==> src/hw/rtl/csbp_ram.sv <==
// Generic single-write, single-read synchronous RAM with registered read data.
module csbp_ram #(
    parameter int WIDTH = 8,
    parameter int DEPTH = 16
) (
    input  logic                     clk,
    input  logic                     we,
    input  logic [$clog2(DEPTH)-1:0] waddr,
    input  logic [WIDTH-1:0]         wdata,
    input  logic [$clog2(DEPTH)-1:0] raddr,
    output logic [WIDTH-1:0]         rdata
);

    logic [WIDTH-1:0] mem [DEPTH];

    // Write on enable, read every cycle
    always_ff @(posedge clk)
    begin
        if (we)
        begin
            mem[waddr] <= wdata;
        end
        rdata <= mem[raddr];
    end

endmodule

==> config.mk <==
export PLATFORM = sky130hd
export DESIGN_NAME = csbp_ram
export DESIGN_NICKNAME = d
export VERILOG_FILES = /design/src/hw/rtl/csbp_ram.sv
export SDC_FILE = /design/constraint.sdc
export NUM_CORES = 1
export LEC_CHECK = 0
export BUFFER_PORTS_ARGS = -buffer_cell sky130_fd_sc_hd__buf_4
export CORE_MARGIN = 2
export CORE_UTILIZATION = 30
export DETAILED_ROUTE_END_ITERATION = 7
export PLACE_DENSITY_LB_ADDON = 0.1
export RECOVER_POWER = 100
export REMOVE_ABC_BUFFERS = 1
export SKIP_LAST_GASP = 1
export SLEW_MARGIN = 15
export SYNTH_ARGS = -nofsm -noshare
export SYNTH_HDL_FRONTEND = slang
export SYNTH_SLANG_ARGS = --single-unit
==> constraint.sdc <==
create_clock -name clk -period 1.42 [get_ports clk]
set_input_delay 0 -clock clk [delete_from_list [all_inputs] [get_ports clk]]
set_output_delay 0 -clock clk [all_outputs]
set_load 0.02 [all_outputs]
==> run_results.csv <==
group,metric,value,unit
status,status,"completed",
final_layout,layout_commonest_cell,"edfxtp_1",
yosys,synth_cells,229,
setup_path,end_kind,"flip-flop",
sta,slew-limit-headroom,38.4,%
routing,vias,2404,
yosys,yosys_warnings,0,
clock_network,clkSinkCount,136,
die,die_y,135,µm
final_layout,nNetsFinal,311,
global_routing,gr-total-overflow,0,
sta,fin_crit_sh,95.2,%
place,dp_hpwl,6.98,mm
place,dpl.cell_count,486,
global_routing,grt_max_degree,20,
sta,finalSetupViolations,0,
sta,drv_slew,0,
die,pin_count,26,
routing,drtIter0Drc,223,
final_layout,diodes,0,
sta,worst_slew_pin_slew,0.922,ns
routing,via_per_inst,4.57,
die,num_rows,47,
yosys,synth.avg_cell_area,22.5,µm²
clock_network,postCtsSetupBuffers,0,
power_and_ir_drop,p_per_area,1510,nW/µm²
job,cap_violations,0,
place,placed_area,5740,µm²
clock_network,htree_num_levels,4,
sta,clock_skew,0.00616,ns
yosys,synth_seq_cells,136,
sta,setup-tns-final,0,ns
place,io_buffers,25,
global_routing,first_global_vias,2568,
setup_path,start_kind,"flip-flop",
setup_path,critPathMaxFanout,1,
global_routing,antenna_found_initial,0,
final_layout,final_cell_mix,"edfxtp_1, clkbuf_1, mux4_2, clkbuf_16",
yosys,yosysSeqAreaShare,77.8,%
final_layout,fin_util,37.8,%
min_path,hold_path_class,"in -> reg",
routing,finalWirelength,11.2,mm
setup_path,worst-setup-path-type,"reg -> reg",
routing,drc,0,
yosys,ys_types,19,
clock_network,worstSkewPairLatency,0.42,ns
setup_path,required,1.71,ns
sta,hold_viol,0,
die,start_util,30.8,%
routing,avgRoutedWirePerCell,21.2,µm
die,die_area,18200,µm²
place,routabilityCongestion,0.678,
global_routing,grt_pass1_wl,16.6,mm
clock_network,cts_tree,"yes",
clock_network,root_buffer,"clkbuf_16",
yosys,syn_area,5150,µm²
sta,period_needed,1.35,ns
final_layout,syn_to_final_growth,22.6,%
power_and_ir_drop,p_leak,0.00204,µW
clock_network,numCtsBuffers,17,
sta,rsz0062_at_grt,"no",
routing,first_pass_iters,4,
global_routing,gr-usage-all-layers,13.4,%
final_layout,final_cells,526,
routing,ant_nets,0,
final_layout,final_area,6310,µm²
final_layout,drive_above_1_share,19.9,%
sta,fmax,740,MHz
die,core-area,16700,µm²
die,die_w,135,µm
setup_path,arrival,1.65,ns
clock_network,cts_buffer_depth,2,
power_and_ir_drop,peakVddDrop,932,µV
clock_network,clk_pin_slew,0.06,ns
sta,hold_ws,0.0246,ns
-- worst max-delay path, stage by stage (launching register included) --
cell	delay [ns]
edfxtp_1	0.36
mux4_1	0.50
a22oi_1	0.30
nand2_1	0.07
-- synthesized netlist by cell type, drive strengths merged --
cell type / instances / area (µm²)
and2: 1 / 6.26
nand2: 9 / 33.8
nand3: 1 / 5.00
nand2b: 2 / 12.5
edfxtp: 128 / 3840
nor2: 13 / 48.8
or3b: 1 / 8.76
and2b: 1 / 7.51
dfxtp: 8 / 160
buf: 7 / 56.3
nor2b: 1 / 6.26
clkdlybuf4s25: 3 / 30.0
a22oi: 16 / 120
nor3: 4 / 20.0
nand3b: 2 / 15.0
mux4: 32 / 773
-- cells by family after synthesis --
group           share of synthesized area, %
compound gates                          2.33
mux                                     15.0
buf+inv                                 1.68
flops                                   77.8
simple gates                            3.18
-- cell type report --
class                      count  area, µm²
fill                        1561      10400
clock buffer                  24        502
sequential                   136       4000
tap                          220        275
timing repair buffer          55        348
multi-input combinational     83       1070
clock inverter                 8        116
-- state kept, by name, indices dropped and copies added (netlist names) --
register and flops:
mem 128, rdata 8
-- layer usage --
| layer | vias up | GRT usage, % | wire length (µm) |
|---|---|---|---|
| met5 | - | 0 | 0 |
| met2 | 62 | 19.7 | 5010 |
| met3 | 16 | 3.98 | 596 |
| li1 | 1100 | - | - |
| met4 | 0 | 5.67 | 237 |
| met1 | 1226 | 18.6 | 5320 |
-- through the flow --
stage                     power [µW]  setup slack [ns]
after detailed placement        5110           -0.0981
after CTS                       9680            0.0210
after global routing            9850           0.00528
final                           9540            0.0686
after global placement          5120            -0.130
after floorplan                 4800           -0.0729
-- worst paths after layout --
kind	from	endpoint	slack, ns	cells after the start
max reg2reg	mem[8][2]	rdata[2]	0.07	3
max	mem[8][2]	rdata[2]	0.07	3
min reg2reg	mem[7][4]	rdata[4]	0.68	3
min	raddr[1]	rdata[3]	0.02	4
-- repair_timing --
item                                    CTS  global route
hold buffers                              8             0
gates cloned                              0             0
resized for setup                         1             1
endpoints found under the setup margin    1             1
endpoints found under the hold margin   128             0
-- where the power goes --
group / switching, µW / internal (µW) / leakage (µW)
clock: 1560 / 2980 / 0.000304
sequential: 30.5 / 4490 / 0.00122
combinational: 279 / 195 / 0.000517
Note: power is estimated with default switching activity, not from simulation.
